<file path="config.mk">
export PLATFORM = sky130hd
export DESIGN_NAME = lob_ctrl
export DESIGN_NICKNAME = d
export VERILOG_FILES = /design/src/rtl/lob_pkg.sv /design/src/rtl/lob_ctrl.sv
export SDC_FILE = /design/constraint.sdc
export NUM_CORES = 1
export LEC_CHECK = 0
export ABC_AREA = 1
export BUFFER_PORTS_ARGS = -buffer_cell sky130_fd_sc_hd__buf_2
export CAP_MARGIN = 15
export CORE_UTILIZATION = 47
export CTS_BUF_LIST = sky130_fd_sc_hd__clkbuf_2
export DETAILED_ROUTE_END_ITERATION = 12
export GPL_TIMING_DRIVEN = 0
export PLACE_DENSITY = 0.8
export SYNTH_ARGS = -nofsm -noshare
export SYNTH_HDL_FRONTEND = slang
export SYNTH_SLANG_ARGS = --single-unit
</file>
<file path="constraint.sdc">
create_clock -name i_clk -period 1.15 [get_ports i_clk]
set_clock_uncertainty 0.05 [all_clocks]
set_input_delay 0.0575 -clock i_clk [delete_from_list [all_inputs] [get_ports i_clk]]
set_output_delay 0.0575 -clock i_clk [all_outputs]
set_load 0.05 [all_outputs]
</file>
<file path="src/rtl/lob_pkg.sv">
`default_nettype none
package lob_pkg;

    // default number of resting orders per side
    localparam int BOOK_DEPTH_DEF = 32;

    // result codes
    typedef enum logic [1:0] {
        KIND_ACCEPT = 2'd0,
        KIND_TRADE  = 2'd1,
        KIND_DROP   = 2'd2,
        KIND_REJECT = 2'd3
    } t_kind;

    // incoming order item
    typedef struct packed {
        logic        side;
        logic [31:0] price;
        logic [23:0] quantity;
    } t_order;

    // result item
    typedef struct packed {
        t_kind       kind;
        logic [31:0] ord_ident;
        logic [23:0] fill_quantity;
        logic [31:0] fill_price;
        logic        last;
    } t_result;

    // one resting order in the book store
    typedef struct packed {
        logic [31:0] price;
        logic [23:0] qty;
        logic [31:0] ident;
    } t_entry;

    // controller to datapath
    typedef struct packed {
        logic load;
        logic stage_rej;
        logic stage_ack;
        logic rd_head;
        logic trade;
        logic rest_begin;
        logic shift;
        logic put_new;
        logic drop;
        logic finish;
    } t_cmd;

    // datapath to controller
    typedef struct packed {
        logic invalid;
        logic rem_zero;
        logic opp_empty;
        logic crosses;
        logic own_full;
        logic own_empty;
        logic ahead;
        logic idx_zero;
        logic out_free;
    } t_sts;

endpackage
`default_nettype wire

</file>
<file path="src/rtl/lob_ctrl.sv">
`default_nettype none
module lob_ctrl (
    input  wire logic          i_clk,
    input  wire logic          i_rst_n,
    input  wire logic          i_in_valid,
    output logic               o_in_ready,
    input  wire lob_pkg::t_sts i_sts,
    output lob_pkg::t_cmd      o_cmd
);

    typedef enum logic [7:0] {
        S_IDLE  = 8'b00000001,
        S_CHECK = 8'b00000010,
        S_MREQ  = 8'b00000100,
        S_MWAIT = 8'b00001000,
        S_REST  = 8'b00010000,
        S_IWAIT = 8'b00100000,
        S_IPUT  = 8'b01000000,
        S_FIN   = 8'b10000000
    } t_state;

    t_state r_state;
    t_state n_state;

    // state register
    always_ff @(posedge i_clk) begin
        if (!i_rst_n) begin
            r_state <= S_IDLE;
        end else begin
            r_state <= n_state;
        end
    end

    // next state and commands
    always_comb begin
        n_state    = r_state;
        o_cmd      = '0;
        o_in_ready = 1'b0;
        case (r_state)
            S_IDLE: begin
                o_in_ready = 1'b1;
                if (i_in_valid) begin
                    o_cmd.load = 1'b1;
                    n_state    = S_CHECK;
                end
            end
            S_CHECK: begin
                if (i_sts.invalid) begin
                    o_cmd.stage_rej = 1'b1;
                    n_state         = S_FIN;
                end else begin
                    o_cmd.stage_ack = 1'b1;
                    n_state         = S_MREQ;
                end
            end
            S_MREQ: begin
                if (i_sts.rem_zero) begin
                    n_state = S_FIN;
                end else if (i_sts.opp_empty) begin
                    n_state = S_REST;
                end else begin
                    o_cmd.rd_head = 1'b1;
                    n_state       = S_MWAIT;
                end
            end
            S_MWAIT: begin
                if (!i_sts.crosses) begin
                    n_state = S_REST;
                end else if (i_sts.out_free) begin
                    o_cmd.trade = 1'b1;
                    n_state     = S_MREQ;
                end
            end
            S_REST: begin
                if (i_sts.rem_zero) begin
                    n_state = S_FIN;
                end else if (i_sts.own_full) begin
                    if (i_sts.out_free) begin
                        o_cmd.drop = 1'b1;
                        n_state    = S_FIN;
                    end
                end else begin
                    o_cmd.rest_begin = 1'b1;
                    n_state          = i_sts.own_empty ? S_IPUT : S_IWAIT;
                end
            end
            S_IWAIT: begin
                if (i_sts.ahead) begin
                    o_cmd.put_new = 1'b1;
                    n_state       = S_FIN;
                end else begin
                    o_cmd.shift = 1'b1;
                    if (i_sts.idx_zero) begin
                        n_state = S_IPUT;
                    end
                end
            end
            S_IPUT: begin
                o_cmd.put_new = 1'b1;
                n_state       = S_FIN;
            end
            S_FIN: begin
                if (i_sts.out_free) begin
                    o_cmd.finish = 1'b1;
                    n_state      = S_IDLE;
                end
            end
            default: begin
                n_state = S_IDLE;
            end
        endcase
    end

`ifndef NO_ASSERTIONS
    a_trade_slot: assert property (@(posedge i_clk) disable iff (!i_rst_n)
        o_cmd.trade |-> i_sts.out_free)
        else $error("trade issued with output slot busy");
    a_put_room: assert property (@(posedge i_clk) disable iff (!i_rst_n)
        o_cmd.put_new |-> !i_sts.own_full)
        else $error("insert into full side");
    a_load_check: assert property (@(posedge i_clk) disable iff (!i_rst_n)
        o_cmd.load |=> (r_state == S_CHECK) && !o_in_ready)
        else $error("load did not move to check");
`endif

endmodule
`default_nettype wire

</file>
==> results of run 1 <==
==> per-stage QoR <==
step	hold WS (ns)	instances
after global placement	0.2489	162
after detailed placement	0.2476	162
after floorplan	0.09156	125
==> kinds of logic after synthesis <==
group	Yosys count	synth area share
AO/OA/AOI/OAI	5	0.04138
flip-flops	8	0.2207
AND/OR/NAND/NOR	84	0.5845
buffers and inverters	28	0.1535
==> results_dict.tcl, run 1 <==
set metrics [dict create \
    pre_cts_ws_ns -0.3123 \
    outcome "did not finish" \
    tool.error "[ERROR DPL-0033] detailed placement checks failed during check placement." \
    synthTopCellsByArea "dfxtp_1 22%, nand2_1 14%, inv_1 13%" \
    cts-buffers-inserted 3 \
    syn_nets 137 \
    post_cts_buffers 21 \
    synth_top_area_frac 0.2207 \
    haltStage "clock tree synthesis" \
    rows 13 \
    cts_max_path_buffers 2 \
    synth-seq-area-share 0.2207 \
    async_reset_ff_frac 0 \
    place_area_um2 972.2 \
    synth_warnings 0 \
    gp_congestion 0.8146 \
    cts.sinks 8 \
    cts-resized-gates 68 \
    num_io_pins 23 \
    fp.dieH_um 41.30 \
    htree_levels 1 \
    synth_cells 125 \
    synth_edf_count 0 \
    yosysUniqueCellTypes 22 \
    port_buffers 22 \
    yosys-top-cells-count "27 x nand2_1, 25 x inv_1, 25 x nor2_1, 9 x nand3_1, 8 x dfxtp_1" \
    ys.flop_type "dfxtp_1" \
    synthMostInstantiatedCell "nand2_1" \
    yosys.area.top_type "dfxtp_1" \
    root_buffer "clkbuf_2" \
    post_cts_hold_buffer_count 0 \
    dp_hpwl_um 1547 \
    ys_seq_elements 8 \
    die_x_um 41.30 \
    synth_area_um2 725.7 \
    syn_area_per_cell_um2 5.806 \
    initial_core_util 0.5311 \
]
==> inputs of run 2 (changes only) <==
CORE_AREA = 2 2 63 65   (was default)
CORE_UTILIZATION = default   (was 47)
CTS_BUF_LIST = default   (was sky130_fd_sc_hd__clkbuf_2)
DIE_AREA = 0 0 65 67   (was default)
PLACE_DENSITY = default   (was 0.8)
PLACE_DENSITY_LB_ADDON = 0.15   (was default)
clock period = 1.49 ns   (was 1.15 ns; I/O delays follow)
==> results_dict.tcl, run 2 <==
set metrics [dict create \
    grt_pass1_vias 864 \
    grt-ovfl-total 0 \
    synth_edf_count 0 \
    slew_viol_final 0 \
    min_from "i_rst_n" \
    synth-seq-area-share 0.2207 \
    grt_max_degree 8 \
    rows 22 \
    relSlewSlack 0.7832 \
    gr-usage-met1 0.1337 \
    reg2reg_setup_slack_ns 0.07 \
    fmax_mhz 644.7 \
    gr-usage-met3 0.02196 \
    hold_violations 0 \
    reg2reg_depth 9 \
    clk_latency_ns 0.22 \
    ys_seq_elements 8 \
    wire_per_inst_um 10.57 \
    clkTransAtPathRegs_ns 0.04 \
    worst_r2r_startpoint "r_state[7]" \
    mostFrequentLayoutCell "nand2_1" \
    dp_hpwl_um 1631 \
    r2r-end "r_state[6]" \
    antenna_cells 0 \
    startpoint_type "flip-flop" \
    outcome "finished with violations" \
    yosysUniqueCellTypes 22 \
    drtIter0Drc 20 \
    final_cell_mix "19 x nand2_1, 16 x inv_1, 16 x nor2_1" \
    htree_levels 1 \
    ys.flop_type "dfxtp_1" \
    async_reset_ff_frac 0 \
    grt_pass1_wl_um 3726 \
    grt_most_used_layer "met2" \
    syn_area_per_cell_um2 5.806 \
    yosys-top-cells-count "27 x nand2_1, 25 x inv_1, 25 x nor2_1, 9 x nand3_1, 8 x dfxtp_1" \
    reg_top3 "r_state (8)" \
    fp.dieH_um 67 \
    die_area_um2 4355 \
    p_per_area_nw_per_um2 1208 \
    synth_top_area_frac 0.2207 \
    num_io_pins 23 \
    tns_ns -0.09761 \
    antenna_left 0 \
    hold_path_class "primary input to flip-flop" \
    path_max_fanout 4 \
    port_buffers 22 \
    post_drt_via_cell_ratio 4.080 \
    finalSetupViolCount 2 \
    cts_tree "built" \
    finalWorstSetupSlack_ns -0.06099 \
    cts.sinks 8 \
    syn_nets 137 \
    max-cap-violations 0 \
    final_cell_count_no_fill 212 \
    fin_nets 178 \
    drc 0 \
    place_area_um2 930.9 \
    largest_reg_flops 8 \
    critPathKind "flip-flop to output pin" \
    cts-buffers-inserted 3 \
    min_period_ns 1.551 \
    rsz0062_at_grt "yes" \
    gp_congestion 0.7436 \
    pre_cts_ws_ns -0.006714 \
    endpoint_kind "output pin" \
    cts_max_path_buffers 2 \
    initial_core_util 0.2012 \
    hold_depth 2 \
    synthTopCellsByArea "dfxtp_1 22%, nand2_1 14%, inv_1 13%" \
    yosys.area.top_type "dfxtp_1" \
    synth_warnings 0 \
    cp_data_required_time_ns 1.37 \
    power_uw 1593 \
    antenna_found_initial 0 \
    ir_drop_mv 0.4451 \
    die_x_um 65 \
    period_share 1.041 \
    grtUsageTotal 0.1131 \
    routed_wl_um 2241 \
    synth_cells 125 \
    cp.arrival_ns 1.43 \
    first_pass_iters 4 \
    drive_above_1_share 0.6098 \
    tightest_slew_ns 0.3249 \
    post_cts_hold_buffer_count 0 \
    power_leakage_uw 0.0006325 \
    vias 865 \
    coreArea_um2 3606 \
    design_area_um2 1319 \
    top_register "r_state" \
    root_buffer "clkbuf_8" \
    area_delta_synth_final_pct 81.72 \
    hold_end "r_state[0]" \
    use_met2 0.1985 \
    synthMostInstantiatedCell "nand2_1" \
    synth_area_um2 725.7 \
    dpl.cell_count 195 \
    violations "negative setup slack" \
]
[run 2: worst max path at each step]
stage / cells past startpoint / end / from / slack [ns]
after floorplan: 9 / r_state[5] / r_state[2] / -0.03
after global placement: 7 / o_cmd[6] / r_state[5] / 0.01
after detailed placement: 7 / o_cmd[6] / r_state[5] / -0.007
after CTS: 7 / o_cmd[3] / r_state[6] / -0.07
after global routing: 7 / o_cmd[3] / r_state[7] / -0.17
final: 7 / o_cmd[3] / r_state[7] / -0.06
[run 2: through the flow]
step,hold slack [ns],util
after CTS,0.03632,0.3140
after global placement,0.2653,0.2582
after global routing,0.05598,0.3657
after floorplan,0.1086,-
after detailed placement,0.2669,0.2582
final,0.04240,0.3657
[run 2: what timing repair did]
item	4_1_cts	5_1_grt
pin swaps	12	21
gates resized for setup	31	56
setup buffers	11	4
cloned	0	0
endpoints found under the setup margin	10	18
[run 2: kinds of logic (layout without fill, tap and decap cells)]
logic type             after synthesis  in the layout  synth area share
AND/OR/NAND/NOR                     84             84            0.5845
buffers and inverters               28             67            0.1535
AO/OA/AOI/OAI                        5              5           0.04138
flip-flops                           8              8            0.2207
[run 2: cell type report]
class | count | area [µm²]
repair buffers | 37 | 306.5
multi-input cells | 89 | 624.3
clock buffers | 3 | 41.29
flip-flops and latches | 8 | 180.2
well taps | 48 | 60.06
fillers | 390 | 2287
inverters | 27 | 106.4
[run 2: power by group]
part	switching, µW	leakage (µW)	internal, µW	total [µW]
clock	78.4	0.0000216	174	253
sequential	46.1	0.0000694	261	307
combinational	641	0.000542	392	1030
total	765	0.000633	828	1590
[run 2: per-layer routing]
| metal | up-vias | wire [µm] | share of wire |
|---|---|---|---|
| met5 | - | 0 | 0 |
| met4 | 0 | 34 | 0.015 |
| met3 | 4 | 82 | 0.037 |
| met2 | 17 | 1192 | 0.53 |
| met1 | 387 | 933 | 0.42 |
| li1 | 457 | - | - |
[run 2: critical path, cell delays in order, from the launching register on]
cell and delay, ns:
dfxtp_4 0.35, nor2_4 0.15, nand3_2 0.11, nor2_4 0.10
inv_2 0.04, or2_1 0.22, inv_1 0.07, buf_6 0.15
Note: power is estimated with default switching activity, not from simulation.
==> inputs of run 3 (changes only) <==
CORE_AREA = 3 3 64 66   (was 2 2 63 65)
DIE_AREA = 0 0 67 69   (was 0 0 65 67)
GPL_TIMING_DRIVEN = default   (was 0)
==> results_dict.tcl, run 3 (synthesis results as in run 2) <==
set metrics [dict create \
    htree_levels 1 \
    relSlewSlack 0.7913 \
    clk_latency_ns 0.23 \
    path_cells "nor2_4 -> nand3_2 -> nor2_4 -> inv_2 -> or2_1 -> inv_1 -> buf_6" \
    fin_nets 174 \
    hold_path_class "primary input to flip-flop" \
    fmax_mhz 652.5 \
    path_max_fanout 3 \
    multi_input_area_um2 574.3 \
    cp_slowest_stage_delay_ns 0.33 \
    power_leakage_uw 0.0006166 \
    reg_top3 "r_state (8)" \
    antenna_left 0 \
    max-cap-violations 0 \
    critPathKind "flip-flop to output pin" \
    fp.dieH_um 69 \
    hold_violations 0 \
    p_per_area_nw_per_um2 1213 \
    top_layer "met4" \
    mostFrequentLayoutCell "nand2_1" \
    finalWorstSetupSlack_ns -0.04248 \
    final_cell_mix "22 x nand2_1, 20 x inv_1, 18 x nor2_1" \
    met2_length_um 1083 \
    grt-ovfl-total 0 \
    grtUsageTotal 0.1070 \
    holdWs_ns 0.02714 \
    finalSetupViolCount 1 \
    coreArea_um2 3633 \
    num_io_pins 23 \
    clkTransAtPathRegs_ns 0.04 \
    grt_pass1_wl_um 3746 \
    crit_top_cell "nor2_4" \
    tightest_slew_ns 0.3127 \
    met3_length_um 93 \
    nFillCells 422 \
    power_uw 1491 \
    gp_congestion 0.8029 \
    rows 22 \
    antenna_cells 0 \
    cts-buffers-inserted 3 \
    post_drt_via_cell_ratio 4.115 \
    drive_above_1_share 0.5313 \
    ir_drop_mv 0.3768 \
    outcome "finished with violations" \
    largest_reg_flops 8 \
    min_from "i_rst_n" \
    top_register "r_state" \
    grt_max_degree 8 \
    violations "negative setup slack" \
    routed_wl_um 2207 \
    place_area_um2 930.9 \
    slowest_stage "dfxtp_2" \
    post_cts_hold_buffer_count 0 \
    grt_pass1_vias 821 \
    design_area_um2 1229 \
    slew_viol_final 0 \
    port_buffers 22 \
    endpoint_kind "output pin" \
    root_buffer "clkbuf_8" \
    worst_r2r_startpoint "r_state[7]" \
    antenna_found_initial 0 \
    vias 856 \
    first_pass_iters 4 \
    seq_area_um2 177.7 \
    final_util 0.3382 \
    cp_data_required_time_ns 1.37 \
    pre_cts_ws_ns 0.06043 \
    min_period_ns 1.532 \
    startpoint_type "flip-flop" \
    cts_max_path_buffers 2 \
    die_area_um2 4623 \
    die_x_um 67 \
    period_share 1.029 \
    wire_per_inst_um 10.61 \
    critPathLaunch "r_state[6]" \
    drtIter0Drc 17 \
    wl_met1_um 1000 \
    initial_core_util 0.1997 \
    cp.arrival_ns 1.41 \
    drc 0 \
    dp_hpwl_um 1743 \
    cts_tree "built" \
    rsz0062_at_grt "yes" \
    cts.sinks 8 \
    area_delta_synth_final_pct 69.31 \
]
==> run 3: changes by cell type in the layout (fill, tap and decap cells not counted) <==
cell,delta
buf_4,-2
buf_6,-2
dfxtp_2,+1
dfxtp_4,-1
inv_1,+4
inv_2,-4
nand2_1,+3
nand2_2,-4
nand2_4,+1
nand3_1,+2
nand3_2,+1
nand3_4,-3
nor2_1,+2
nor2_4,-2
==> run 3: worst paths after layout <==
path	cells after the start	to	slack, ns
hold / removal	2	r_state[0]	0.03
setup reg to reg	10	r_state[3]	0.06
hold reg to reg	2	r_state[3]	0.47
setup / recovery	7	o_cmd[3]	-0.04
==> run 3: layout make-up <==
type	count	area share
Timing Repair Buffer	33	0.2189
Multi-Input combinational cell	89	0.4674
Clock buffer	3	0.03360
Inverter	27	0.08656
Tap cell	48	0.04888
Sequential cell	8	0.1446
==> run 3: repair_timing <==
item,CTS,global route
buffers inserted,7,3
pin swaps,6,6
endpoints found under the setup margin,11,17
gates resized for setup,31,35
==> run 3: power breakdown <==
group	switching (µW)	internal, µW	total (µW)
clock	91.9	176	268
combinational	584	331	915
sequential	45.7	262	308
==> run 3: worst max-delay path: cells and delay by family (launching register included) <==
kind	cells	cell delay (ns)
buf+inv	3	0.26
flops	1	0.33
simple gates	4	0.59
==> run 3: metal layers <==
| metal | GRT usage | up-vias |
|---|---|---|
| met5 | 0 | - |
| met4 | 0.04730 | 0 |
| met3 | 0.02606 | 4 |
| met2 | 0.1692 | 18 |
| met1 | 0.1344 | 382 |
| li1 | - | 452 |
==> run 3: stage by stage <==
| step | std cells | setup TNS, ns |
|---|---|---|
| final | 208 | -0.04248 |
| after global routing | 208 | -0.5263 |
| after CTS | 205 | -0.06389 |
| after detailed placement | 195 | 0 |
| after global placement | 195 | 0 |
| after floorplan | 125 | -0.03932 |
==> inputs of run 4 (changes only) <==
clock period = 1.74 ns   (was 1.49 ns; I/O delays follow)
==> results_dict.tcl, run 4 (synthesis results as in run 2) <==
set metrics [dict create \
    outcome "complete, no violations" \
    ir_drop_mv 0.2848 \
    final_util 0.2627 \
    finalSetupViolCount 0 \
    path_max_fanout 5 \
    fmax_mhz 612.6 \
    cpLargestDelayFamily "simple AND/OR/NAND/NOR gates" \
    power_uw 1039 \
    drive_above_1_share 0.3289 \
    endpoint_kind "output pin" \
    drc 0 \
    cp_slowest_stage_delay_ns 0.35 \
    cts.sinks 8 \
    first_pass_iters 4 \
    clkTransAtPathRegs_ns 0.05 \
    post_cts_buffers 0 \
    cts_max_path_buffers 2 \
    initial_core_util 0.1997 \
    clockPowerShare 0.222 \
    nFillCells 429 \
    tns_ns 0 \
    die_area_um2 4623 \
    post_drt_via_cell_ratio 3.929 \
    port_buffers 22 \
    multi_input_area_um2 469.2 \
    max-cap-violations 0 \
    crit_top_cell "nand2_1" \
    pre_cts_ws_ns 0.3186 \
    grt_max_degree 8 \
    power_leakage_uw 0.0005198 \
    slew_viol_final 0 \
    antenna_cells 0 \
    finalWorstSetupSlack_ns 0.1076 \
    vias 774 \
    hold_path_class "primary input to flip-flop" \
    startpoint_type "flip-flop" \
    hold_violations 0 \
    drtIter0Drc 25 \
    power.net_switching_uw 520.2 \
    cts-buffers-inserted 3 \
    largest_reg_flops 8 \
    cts_tree "built" \
    seq_area_um2 160.2 \
    critPathKind "flip-flop to output pin" \
    cp.arrival_ns 1.50 \
    swShare 0.5005 \
    grt_pass1_vias 806 \
    die_x_um 67 \
    top_register "r_state" \
    antenna_found_initial 0 \
    tightest_slew_ns 0.2600 \
    path_buf_inv 3 \
    comb_power_share 0.540 \
    path_cells "nor2_2 -> nand2_4 -> inv_4 -> nand2_1 -> inv_1 -> nand2_1 -> nor2_1 -> clkbuf_4" \
    gp_congestion 0.7531 \
    fp.dieH_um 69 \
    num_io_pins 23 \
    dp_hpwl_um 1643 \
    fin_nets 163 \
    p_per_area_nw_per_um2 1089 \
    wire_per_inst_um 9.624 \
    routed_wl_um 1896 \
    rows 22 \
    period_share 0.9381 \
    rsz0062_at_grt "no" \
    mostFrequentLayoutCell "nand2_1" \
    htree_levels 1 \
    clk_latency_ns 0.23 \
    antenna_left 0 \
    root_buffer "clkbuf_8" \
    grt_pass1_wl_um 3394 \
    grtUsageTotal 0.09305 \
    min_period_ns 1.632 \
    cp_data_required_time_ns 1.60 \
    area_delta_synth_final_pct 31.55 \
    reg_top3 "r_state (8)" \
    slowest_stage "dfxtp_1" \
    reg2reg_setup_slack_ns 0.36 \
    coreArea_um2 3633 \
    relSlewSlack 0.8278 \
    grt-ovfl-total 0 \
    internal_power_uw 519.2 \
    final_cell_mix "27 x nand2_1, 25 x inv_1, 24 x nor2_1" \
    sequentialPowerShare 0.238 \
]
[run 4: cell types whose count changed in the layout (fill, tap and decap cells not counted), moves of 3 or more]
cell | previous run | this run
buf_2 | 11 | 18
buf_4 | 11 | 2
buf_6 | 9 | 0
dfxtp_1 | 0 | 8
dfxtp_2 | 5 | 0
dfxtp_4 | 3 | 0
inv_1 | 20 | 25
inv_2 | 5 | 1
nand2_1 | 22 | 27
nand2_4 | 6 | 1
nor2_1 | 18 | 24
nor2_4 | 8 | 3
[run 4: area by class of cell]
class | instances | area share
Sequential cell | 8 | 0.1678
Timing Repair Buffer | 22 | 0.1258
Multi-Input combinational cell | 89 | 0.4915
Clock buffer | 3 | 0.04325
Tap cell | 48 | 0.06291
Inverter | 27 | 0.1088
[run 4: power by group through the flow]
stage | Combinational, µW | Clock, µW | Sequential (µW)
2_1_floorplan | 446 | 0 | 242
5_1_grt | 640 | 241 | 251
4_1_cts | 564 | 234 | 247
6_report | 561 | 231 | 247
3_3_place_gp | 566 | 0 | 249
3_5_place_dp | 560 | 0 | 249
[run 4: path summary, 6_finish.rpt]
kind	endpoint	cells past startpoint	startpoint
worst min register to register	r_state[3]	2	r_state[3]
worst max register to register	r_state[7]	8	r_state[5]
worst max-delay path	o_cmd[5]	8	r_state[5]
worst min-delay path	r_state[0]	2	i_rst_n
[run 4: layer usage]
| metal | global-route usage | vias to the layer above | wire length, µm |
|---|---|---|---|
| met5 | 0 | - | 0 |
| met4 | 0.04054 | 0 | 40 |
| met3 | 0.01629 | 4 | 66 |
| met2 | 0.1496 | 21 | 852 |
| met1 | 0.1189 | 326 | 936 |
| li1 | - | 423 | - |
[run 4: what timing repair did]
item                                   4_1_cts  5_1_grt
endpoints found under the hold margin        0        0
setup endpoints to repair                    0        4
gates resized for setup                      0        7
hold buffers                                 0        0
[run 4: worst register-to-register path: cells and delay by family (launching register included)]
family / cells / cell delay (ns)
and+or+nand+nor: 6 / 0.63
DFF: 1 / 0.42
AOI/OAI and AO/OA: 1 / 0.14
buffers and inverters: 1 / 0.05
[run 4: through the flow]
step	cells	instance area, µm²	hold WS (ns)
finish	197	954.7	0.04828
global route	197	954.7	0.05796
CTS	197	942.2	0.05894
detailed placement	194	900.9	0.2862
global placement	194	900.9	0.2796
floorplan	125	738.2	0.1211
